### config.mk
export PLATFORM = sky130hd
export DESIGN_NAME = wave_header_chunk_parser
export DESIGN_NICKNAME = d
export VERILOG_FILES = /design/src/whcp_pkg.sv /design/src/wave_header_chunk_parser.sv
export SDC_FILE = /design/constraint.sdc
export NUM_CORES = 2
export LEC_CHECK = 0
export BUFFER_PORTS_ARGS = -buffer_cell sky130_fd_sc_hd__clkbuf_2
export CAP_MARGIN = 5
export CELL_PAD_IN_SITES_DETAIL_PLACEMENT = 0
export CELL_PAD_IN_SITES_GLOBAL_PLACEMENT = 1
export CORE_MARGIN = 2
export CORE_UTILIZATION = 50
export CTS_CLUSTER_DIAMETER = 50
export DETAILED_ROUTE_END_ITERATION = 12
export HOLD_SLACK_MARGIN = 0.15
export PLACE_DENSITY_LB_ADDON = 0.1
export SLEW_MARGIN = 0
export SYNTH_ARGS = -nofsm -noshare
export SYNTH_HDL_FRONTEND = slang
export SYNTH_SLANG_ARGS = --single-unit
### constraint.sdc
create_clock -name clk -period 18.8 [get_ports clk]
set_input_delay 1.88 -clock clk [delete_from_list [all_inputs] [get_ports clk]]
set_output_delay 1.88 -clock clk [all_outputs]
set_load 0.05 [all_outputs]
### src/whcp_pkg.sv
`default_nettype none

package whcp_pkg;

    localparam int FMT_MAX_BYTES = 40;
    localparam int CAP_BYTES = 24;
    localparam int CAP_IDX_W = $clog2(CAP_BYTES);
    localparam int HDR_BYTES = 12;
    localparam int CHUNK_HDR_BYTES = 8;

    localparam logic [31:0] TAG_FMT = 32'h2074_6D66;
    localparam logic [31:0] TAG_DATA = 32'h6174_6164;

    localparam logic [15:0] WAVE_TAG_PCM = 16'h0001;
    localparam logic [15:0] WAVE_TAG_EXT = 16'hFFFE;

    typedef enum logic [2:0] {
        PH_HEADER,
        PH_CHUNK,
        PH_CAPTURE,
        PH_SKIP,
        PH_DONE
    } phase_t;

    typedef enum logic [1:0] {
        ST_OK,
        ST_BAD_HEADER,
        ST_MISSING
    } status_t;

    typedef enum logic [1:0] {
        KIND_NONE,
        KIND_PCM,
        KIND_EXT
    } kind_t;

    typedef enum logic [3:0] {
        FC_UNKNOWN,
        FC_MONO8,
        FC_MONO16,
        FC_STEREO8,
        FC_STEREO16,
        FC_REAR16,
        FC_QUAD16,
        FC_51CHN16,
        FC_61CHN16,
        FC_71CHN16
    } fclass_t;

    typedef struct packed {
        status_t     status;
        kind_t       kind;
        logic [15:0] channel_count;
        logic [31:0] sample_rate;
        logic [31:0] byte_rate;
        logic [15:0] block_align;
        logic [15:0] sample_bits;
        logic [31:0] ext_mask;
        logic [31:0] data_offset;
        logic [31:0] data_size;
    } snapshot_t;

endpackage

`default_nettype wire

### src/wave_header_chunk_parser.sv
`default_nettype none

// Parses a RIFF WAVE stream at one byte per cycle: a byte transfer is taken in every
// cycle unless the result path is full. The file header is checked, chunks are walked,
// the fmt chunk is captured and the last data chunk's size and offset are kept. The
// transfer of the final byte (is_last) produces one result through a snapshot register and
// then the output register, and the same transfer resets the parser for a new file. Byte
// transfers stall only while a finished result is still held in the snapshot register
// behind a stalled output.
module wave_header_chunk_parser #(
    parameter int FMT_MAX_BYTES = whcp_pkg::FMT_MAX_BYTES
) (
    input  wire logic        clk,
    input  wire logic        rst_n,
    input  wire logic        byte_valid,
    output logic             byte_stall,
    input  wire logic [7:0]  in_byte,
    input  wire logic        is_last,
    output logic             result_valid,
    input  wire logic        result_stall,
    output logic [1:0]       status,
    output logic [3:0]       format_class,
    output logic [1:0]       format_kind,
    output logic [15:0]      channel_count,
    output logic [31:0]      sample_rate,
    output logic [31:0]      byte_rate,
    output logic [15:0]      block_align,
    output logic [15:0]      sample_bits,
    output logic [31:0]      data_offset,
    output logic [31:0]      data_size
);
    import whcp_pkg::*;

    function automatic logic [7:0] lower8(input logic [7:0] b);
        logic [7:0] r;
        r = b;
        if (b >= 8'h41 && b <= 8'h5A)
        begin
            r = b + 8'd32;
        end
        return r;
    endfunction

    function automatic logic [7:0] hdr_expect(input logic [5:0] idx);
        logic [7:0] r;
        case (idx)
            6'd0:    r = 8'h72;
            6'd1:    r = 8'h69;
            6'd2:    r = 8'h66;
            6'd3:    r = 8'h66;
            6'd8:    r = 8'h77;
            6'd9:    r = 8'h61;
            6'd10:   r = 8'h76;
            6'd11:   r = 8'h65;
            default: r = 8'h00;
        endcase
        return r;
    endfunction

    function automatic fclass_t by_bits(input logic [15:0] b, input fclass_t c16,
                                        input fclass_t c8);
        fclass_t r;
        r = FC_UNKNOWN;
        if (b == 16'd16)
        begin
            r = c16;
        end
        else if (b == 16'd8)
        begin
            r = c8;
        end
        return r;
    endfunction

    function automatic fclass_t class_of(input snapshot_t s);
        fclass_t r;
        logic    b16;
        r = FC_UNKNOWN;
        b16 = (s.sample_bits == 16'd16);
        if (s.kind == KIND_PCM)
        begin
            if (s.channel_count == 16'd1)
            begin
                r = by_bits(s.sample_bits, FC_MONO16, FC_MONO8);
            end
            else if (s.channel_count == 16'd2)
            begin
                r = by_bits(s.sample_bits, FC_STEREO16, FC_STEREO8);
            end
            else if (s.channel_count >= 16'd4 && b16)
            begin
                r = FC_QUAD16;
            end
        end
        else if (s.kind == KIND_EXT)
        begin
            if (s.channel_count == 16'd1 && s.ext_mask == 32'h4)
            begin
                r = by_bits(s.sample_bits, FC_MONO16, FC_MONO8);
            end
            else if (s.channel_count == 16'd2 && s.ext_mask == 32'h3)
            begin
                r = by_bits(s.sample_bits, FC_STEREO16, FC_STEREO8);
            end
            else if (b16)
            begin
                if (s.channel_count == 16'd2 && s.ext_mask == 32'h30)
                begin
                    r = FC_REAR16;
                end
                else if (s.channel_count == 16'd4 && s.ext_mask == 32'h33)
                begin
                    r = FC_QUAD16;
                end
                else if (s.channel_count == 16'd6 && s.ext_mask == 32'h3F)
                begin
                    r = FC_51CHN16;
                end
                else if (s.channel_count == 16'd7 && s.ext_mask == 32'h13F)
                begin
                    r = FC_61CHN16;
                end
                else if (s.channel_count == 16'd8 && s.ext_mask == 32'h63F)
                begin
                    r = FC_71CHN16;
                end
            end
        end
        return r;
    endfunction

    phase_t      phase_reg, phase_next;
    logic [31:0] pos_reg, pos_next;
    logic [5:0]  idx_reg, idx_next;
    logic [31:0] tag_reg, tag_next;
    logic [31:0] len_reg, len_next;
    logic [32:0] left_reg, left_next;
    logic        good_reg, good_next;
    kind_t       kind_reg, kind_next;
    logic [31:0] mask_reg, mask_next;
    logic [31:0] dsize_reg, dsize_next;
    logic [31:0] doff_reg, doff_next;
    logic [15:0] chan_reg, chan_next;
    logic [31:0] rate_reg, rate_next;
    logic [31:0] brate_reg, brate_next;
    logic [15:0] align_reg, align_next;
    logic [15:0] bits_reg, bits_next;
    logic [7:0]  cap_reg [CAP_BYTES];
    logic [7:0]  cap_view [CAP_BYTES];

    snapshot_t   snap_reg, snap_next;
    logic        snap_valid_reg, snap_valid_next;
    logic        out_valid_reg, out_valid_next;
    status_t     status_reg;
    fclass_t     class_reg;
    snapshot_t   out_reg;

    logic        accept;
    logic        advance;
    logic        cap_we;
    logic        do_commit;
    logic [31:0] pos_inc;
    logic [31:0] tag_ins, len_ins;
    logic [31:0] tag_low;
    logic [32:0] skip_len;
    logic [5:0]  idx_inc;
    logic [15:0] cm_tag;
    logic        cm_pcm, cm_ext;
    status_t     st;

    assign advance = snap_valid_reg && (!out_valid_reg || !result_stall);
    assign byte_stall = snap_valid_reg && !advance;
    assign accept = byte_valid && !byte_stall;

    assign cap_we = accept && (phase_reg == PH_CAPTURE)
                    && (idx_reg < 6'(CAP_BYTES));

    always_comb
    begin
        for (int i = 0; i < CAP_BYTES; i++)
        begin
            cap_view[i] = (cap_we && idx_reg == 6'(i)) ? in_byte : cap_reg[i];
        end
    end

    assign cm_tag = {cap_view[1], cap_view[0]};
    assign cm_pcm = (cm_tag == WAVE_TAG_PCM);
    assign cm_ext = (cm_tag == WAVE_TAG_EXT);

    assign pos_inc = pos_reg + 32'd1;
    assign idx_inc = idx_reg + 6'd1;

    always_comb
    begin
        tag_ins = tag_reg;
        len_ins = len_reg;
        if (!idx_reg[2])
        begin
            tag_ins[{idx_reg[1:0], 3'b000} +: 8] = in_byte;
        end
        else
        begin
            len_ins[{idx_reg[1:0], 3'b000} +: 8] = in_byte;
        end
        for (int i = 0; i < 4; i++)
        begin
            tag_low[8 * i +: 8] = lower8(tag_ins[8 * i +: 8]);
        end
        skip_len = {1'b0, len_ins} + {32'd0, len_ins[0]};
    end

    always_comb
    begin
        phase_next = phase_reg;
        pos_next = pos_reg;
        idx_next = idx_reg;
        tag_next = tag_reg;
        len_next = len_reg;
        left_next = left_reg;
        good_next = good_reg;
        kind_next = kind_reg;
        mask_next = mask_reg;
        dsize_next = dsize_reg;
        doff_next = doff_reg;
        chan_next = chan_reg;
        rate_next = rate_reg;
        brate_next = brate_reg;
        align_next = align_reg;
        bits_next = bits_reg;
        do_commit = 1'b0;
        st = ST_OK;
        snap_next = snap_reg;

        if (accept)
        begin
            pos_next = pos_inc;
            unique case (phase_reg)
                PH_HEADER:
                begin
                    if ((idx_reg < 6'd4 || idx_reg >= 6'd8)
                        && lower8(in_byte) != hdr_expect(idx_reg))
                    begin
                        good_next = 1'b0;
                    end
                    idx_next = idx_inc;
                    if (idx_inc >= 6'(HDR_BYTES))
                    begin
                        idx_next = '0;
                        phase_next = good_next ? PH_CHUNK : PH_DONE;
                    end
                end
                PH_CHUNK:
                begin
                    tag_next = tag_ins;
                    len_next = len_ins;
                    idx_next = idx_inc;
                    if (idx_inc >= 6'(CHUNK_HDR_BYTES))
                    begin
                        idx_next = '0;
                        if (tag_low == TAG_FMT && len_ins <= 32'(FMT_MAX_BYTES))
                        begin
                            if (len_ins == 32'd0)
                            begin
                                do_commit = 1'b1;
                                phase_next = PH_CHUNK;
                            end
                            else
                            begin
                                phase_next = PH_CAPTURE;
                            end
                        end
                        else
                        begin
                            if (tag_low == TAG_DATA)
                            begin
                                dsize_next = len_ins;
                                doff_next = pos_inc;
                            end
                            left_next = skip_len;
                            phase_next = (skip_len == 33'd0) ? PH_CHUNK : PH_SKIP;
                        end
                    end
                end
                PH_CAPTURE:
                begin
                    idx_next = idx_inc;
                    if ({26'd0, idx_inc} >= len_reg)
                    begin
                        idx_next = '0;
                        do_commit = 1'b1;
                        left_next = {32'd0, len_reg[0]};
                        phase_next = len_reg[0] ? PH_SKIP : PH_CHUNK;
                    end
                end
                PH_SKIP:
                begin
                    if (left_reg != 33'd0)
                    begin
                        left_next = left_reg - 33'd1;
                    end
                    if (left_next == 33'd0)
                    begin
                        phase_next = PH_CHUNK;
                    end
                end
                PH_DONE:
                begin
                end
                default:
                begin
                end
            endcase

            if (is_last && phase_next == PH_CAPTURE)
            begin
                do_commit = 1'b1;
            end

            if (do_commit && (cm_pcm || cm_ext))
            begin
                kind_next = cm_pcm ? KIND_PCM : KIND_EXT;
                chan_next = {cap_view[3], cap_view[2]};
                rate_next = {cap_view[7], cap_view[6], cap_view[5], cap_view[4]};
                brate_next = {cap_view[11], cap_view[10], cap_view[9], cap_view[8]};
                align_next = {cap_view[13], cap_view[12]};
                bits_next = {cap_view[15], cap_view[14]};
                if (cm_ext)
                begin
                    mask_next = {cap_view[23], cap_view[22], cap_view[21], cap_view[20]};
                end
            end

            if (is_last)
            begin
                if (phase_next == PH_HEADER || !good_next)
                begin
                    st = ST_BAD_HEADER;
                end
                else if (dsize_next == 32'd0 || doff_next == 32'd0
                         || kind_next == KIND_NONE)
                begin
                    st = ST_MISSING;
                end
                snap_next.status = st;
                snap_next.kind = kind_next;
                snap_next.channel_count = chan_next;
                snap_next.sample_rate = rate_next;
                snap_next.byte_rate = brate_next;
                snap_next.block_align = align_next;
                snap_next.sample_bits = bits_next;
                snap_next.ext_mask = mask_next;
                snap_next.data_offset = doff_next;
                snap_next.data_size = dsize_next;

                phase_next = PH_HEADER;
                pos_next = '0;
                idx_next = '0;
                tag_next = '0;
                len_next = '0;
                left_next = '0;
                good_next = 1'b1;
                kind_next = KIND_NONE;
                mask_next = '0;
                dsize_next = '0;
                doff_next = '0;
                chan_next = '0;
                rate_next = '0;
                brate_next = '0;
                align_next = '0;
                bits_next = '0;
            end
        end

        snap_valid_next = (accept && is_last) || (snap_valid_reg && !advance);
        out_valid_next = advance || (out_valid_reg && result_stall);
    end

    always_ff @(posedge clk or negedge rst_n)
    begin
        if (!rst_n)
        begin
            phase_reg <= PH_HEADER;
            pos_reg <= '0;
            idx_reg <= '0;
            tag_reg <= '0;
            len_reg <= '0;
            left_reg <= '0;
            good_reg <= 1'b1;
            kind_reg <= KIND_NONE;
            mask_reg <= '0;
            dsize_reg <= '0;
            doff_reg <= '0;
            chan_reg <= '0;
            rate_reg <= '0;
            brate_reg <= '0;
            align_reg <= '0;
            bits_reg <= '0;
            snap_valid_reg <= 1'b0;
            out_valid_reg <= 1'b0;
        end
        else
        begin
            phase_reg <= phase_next;
            pos_reg <= pos_next;
            idx_reg <= idx_next;
            tag_reg <= tag_next;
            len_reg <= len_next;
            left_reg <= left_next;
            good_reg <= good_next;
            kind_reg <= kind_next;
            mask_reg <= mask_next;
            dsize_reg <= dsize_next;
            doff_reg <= doff_next;
            chan_reg <= chan_next;
            rate_reg <= rate_next;
            brate_reg <= brate_next;
            align_reg <= align_next;
            bits_reg <= bits_next;
            snap_valid_reg <= snap_valid_next;
            out_valid_reg <= out_valid_next;
        end
    end

    // The capture buffer keeps old bytes across fmt chunks, so it is cleared with the file.
    always_ff @(posedge clk or negedge rst_n)
    begin
        if (!rst_n)
        begin
            for (int i = 0; i < CAP_BYTES; i++)
            begin
                cap_reg[i] <= '0;
            end
        end
        else if (accept && is_last)
        begin
            for (int i = 0; i < CAP_BYTES; i++)
            begin
                cap_reg[i] <= '0;
            end
        end
        else if (cap_we)
        begin
            cap_reg[idx_reg[CAP_IDX_W-1:0]] <= in_byte;
        end
    end

    always_ff @(posedge clk)
    begin
        snap_reg <= snap_next;
        if (advance)
        begin
            out_reg <= snap_reg;
            status_reg <= snap_reg.status;
            class_reg <= (snap_reg.status == ST_OK) ? class_of(snap_reg) : FC_UNKNOWN;
        end
    end

    assign result_valid = out_valid_reg;
    assign status = status_reg;
    assign format_class = class_reg;
    assign format_kind = out_reg.kind;
    assign channel_count = out_reg.channel_count;
    assign sample_rate = out_reg.sample_rate;
    assign byte_rate = out_reg.byte_rate;
    assign block_align = out_reg.block_align;
    assign sample_bits = out_reg.sample_bits;
    assign data_offset = out_reg.data_offset;
    assign data_size = out_reg.data_size;

endmodule

`default_nettype wire
==> flow_summary_export.csv <==
group,metric,value,unit
cells_and_area,final_common_cell,"dfrtp_1",
sta,hold_viol_final,0,
power,powerDensity,129.4,mW/mm2
yosys,synth_area_leaders,"dfrtp_1 (31%), edfxtp_1 (29%), o21ai_0 (4.8%)",
clock_tree,post_cts_buffers,0,
worst_setup_path,critPathArrivalTime,7.80,ns
clock_tree,cts-root-buf,"clkbuf_16",
worst_setup_path,cp.required,19.21,ns
yosys,ys_seq_area_frac,0.6015,
global_routing,overflow,0,
sta,fin_skew,0.06251,ns
yosys,syn_nets,3719,
outcome,status,"finished, final reports clean",
cells_and_area,largest_register_ffs,212,
worst_setup_path,path_class,"reg2reg",
sta,finalCriticalPeriod,7.388,ns
worst_setup_path,startpoint_type,"flop",
clock_tree,insertion_delay,0.69,ns
die,io_pins,199,
global_routing,grtUsageTotal,0.2836,
global_routing,grt_pass1_wl,187.0,mm
power,cell_internal_pwr,3.880,mW
cells_and_area,fin_util,0.5701,
routing,firstDrtPassIters,6,
yosys,postSynth.asyncResetShare,0.5634,
yosys,synthCells,3683,
placed_design,gp_congestion,0.9265,
routing,drtIter0Drc,2769,
routing,vias,30830,
die,die_h,290.5,um
worst_setup_path,path_buf_inv,3,
yosys,ys_ff_latch,907,
routing,routed_wl,121.1,mm
clock_tree,cts_hold_buf,0,
cells_and_area,final_cell_mix,"dfrtp_1 (510), edfxtp_1 (396), o21ai_0 (395)",
power,seqPwrFrac,0.370,
yosys,yosysUniqueCellTypes,91,
worst_setup_path,endpoint_kind,"flop",
die,core_area,0.08172,mm2
yosys,synth_edf_count,396,
job,maxCapViolations,0,
power,ir_drop,204.2,uV
sta,hold_ws,0.4104,ns
worst_setup_path,worstPathCellList,"inv_1, ha_1, nor4bb_1, nand2_1, o21ai_0, ha_1, o311ai_0, o221ai_1, nand4_1, nor4_1, nand3_1, nand2b_1, nand3b_1, buf_4, buf_4, nand2_2, mux2_1",
yosys,synth_ff_type,"dfrtp_1",
clock_tree,clockBufferDepth,3,
sta,setup_viol,0,
yosys,synth_top_cell_by_area,"dfrtp_1",
placed_design,dp.cells,4743,
yosys,synth.top_cell.area_share,0.3111,
power,power_frac_comb,0.279,
yosys,ys.warnings.count,0,
power,power.switching,2.147,mW
sta,fin_crit_sh,0.3930,
routing,wire_per_inst,24.46,um
sta,max_freq,135.4,MHz
hold_path,hold_path.class,"reg2reg",
clock_tree,h-tree-depth,3,
routing,vias_per_cell,6.228,
cells_and_area,drive_above_1_share,0.1343,
placed_design,io_buffers,198,
die,die_w,290.5,um
worst_setup_path,slowest_delay,0.92,ns
die,row_count,105,
clock_tree,cts_tree,"done",
placed_design,place_hpwl,75.96,mm
worst_setup_path,cp_max_fo,68,
clock_tree,post_cts_resized,0,
cells_and_area,area_growth,13.54,%
power,power,6.027,mW
clock_tree,clkTransAtPathRegs,0.06,ns
global_routing,antenna_found_initial,3,
sta,tightest_slew,1.278,ns
sta,rsz0062_at_grt,"no",
global_routing,grt_max_degree,190,
power,p_leak,18.98,nW
cells_and_area,nNetsFinal,3820,
clock_tree,cts.sinks,907,
worst_setup_path,cp_top_family,"simple AND/OR/NAND/NOR gates",
die,initial_core_util,0.5021,
sta,drv_slew,0,
power,clkPwrFrac,0.352,
cells_and_area,fin_cells,4951,
routing,drtAntennaViolNets,0,
yosys,synth.avg_cell_area,11.14,um2
global_routing,grt_pass1_vias,30230,
die,design.die.area,0.08436,mm2
sta,tns,0,ns
clock_tree,cts_buffers,108,
worst_setup_path,crit_slowest_cell,"dfrtp_1",
power,switching_share,0.3562,
yosys,netlist_area,0.04103,mm2
sta,slew_headroom,0.1450,
routing,drc_errors,0,
per-layer routing:
| layer | share of wire | global-route usage |
|---|---|---|
| met4 | 0.029 | 0.09251 |
| met2 | 0.47 | 0.4472 |
| met1 | 0.45 | 0.4071 |
| met5 | 0.00012 | 0 |
| met3 | 0.058 | 0.04053 |
metrics by stage:
stage / setup slack, ns / instance area (um2)
floorplan: 2.694 / 41030
finish: 11.41 / 46580
global placement: 11.48 / 42890
CTS: 11.45 / 46570
detailed placement: 11.42 / 42890
global route: 10.99 / 46580
area by class of cell:
class / count / area, um2
clock inverter: 71 / 783.3
inverter: 61 / 229.0
antenna: 1 / 2.502
sequential: 907 / 24680
timing repair buffer: 260 / 1498
fill: 6869 / 35130
tap: 1070 / 1339
clock buffer: 135 / 2897
multi-input combinational: 2446 / 15160
Yosys cell counts, types with 45 or more instances:
library cell  number
clkbuf_1         232
o21ai_0          395
a22o_1           112
o31ai_1           45
a21oi_1           93
edfxtp_1         396
nor3_1            57
nor4_1            63
dfrtp_1          510
mux2i_1          186
nand3_1          155
nor2_1           262
nand4_1           93
xnor2_1           51
inv_1             60
nand2_1          388
path summary, 6_finish.rpt:
kind	endpoint	slack, ns	cells past startpoint	from
hold / removal	data_offset[7]	0.41	0	snap_reg[39]
hold reg to reg	data_offset[7]	0.41	0	snap_reg[39]
max in group asynchronous	pos_reg[1]	14.50	4	rst_n
min in group asynchronous	chan_reg[4]	1.16	1	rst_n
setup reg to reg	snap_reg[132]	11.41	17	idx_reg[0]
setup / recovery	snap_reg[132]	11.41	17	idx_reg[0]
power by group through the flow:
| stage | Clock [mW] | Sequential (mW) | Combinational, mW |
|---|---|---|---|
| 6_report | 2.12 | 2.23 | 1.68 |
| 5_1_grt | 2.24 | 2.24 | 1.79 |
| 4_1_cts | 2.16 | 2.23 | 1.63 |
| 3_5_place_dp | 0 | 2.26 | 1.63 |
| 3_3_place_gp | 0 | 2.26 | 1.63 |
| 2_1_floorplan | 0 | 2.33 | 1.06 |
cells by family (layout without fill, tap and decap cells):
group | Yosys count | after routing | share of synthesized area
flip-flops | 907 | 907 | 0.6015
AO/OA/AOI/OAI | 884 | 884 | 0.1385
multiplexers | 233 | 233 | 0.05828
adder cells (fa/ha/maj) | 23 | 23 | 0.007014
AND/OR/NAND/NOR | 1228 | 1228 | 0.1466
buffers and inverters | 330 | 527 | 0.03138
other | 0 | 1 | 0
XOR/XNOR | 78 | 78 | 0.01665
Note: power is estimated with default switching activity, not from simulation.
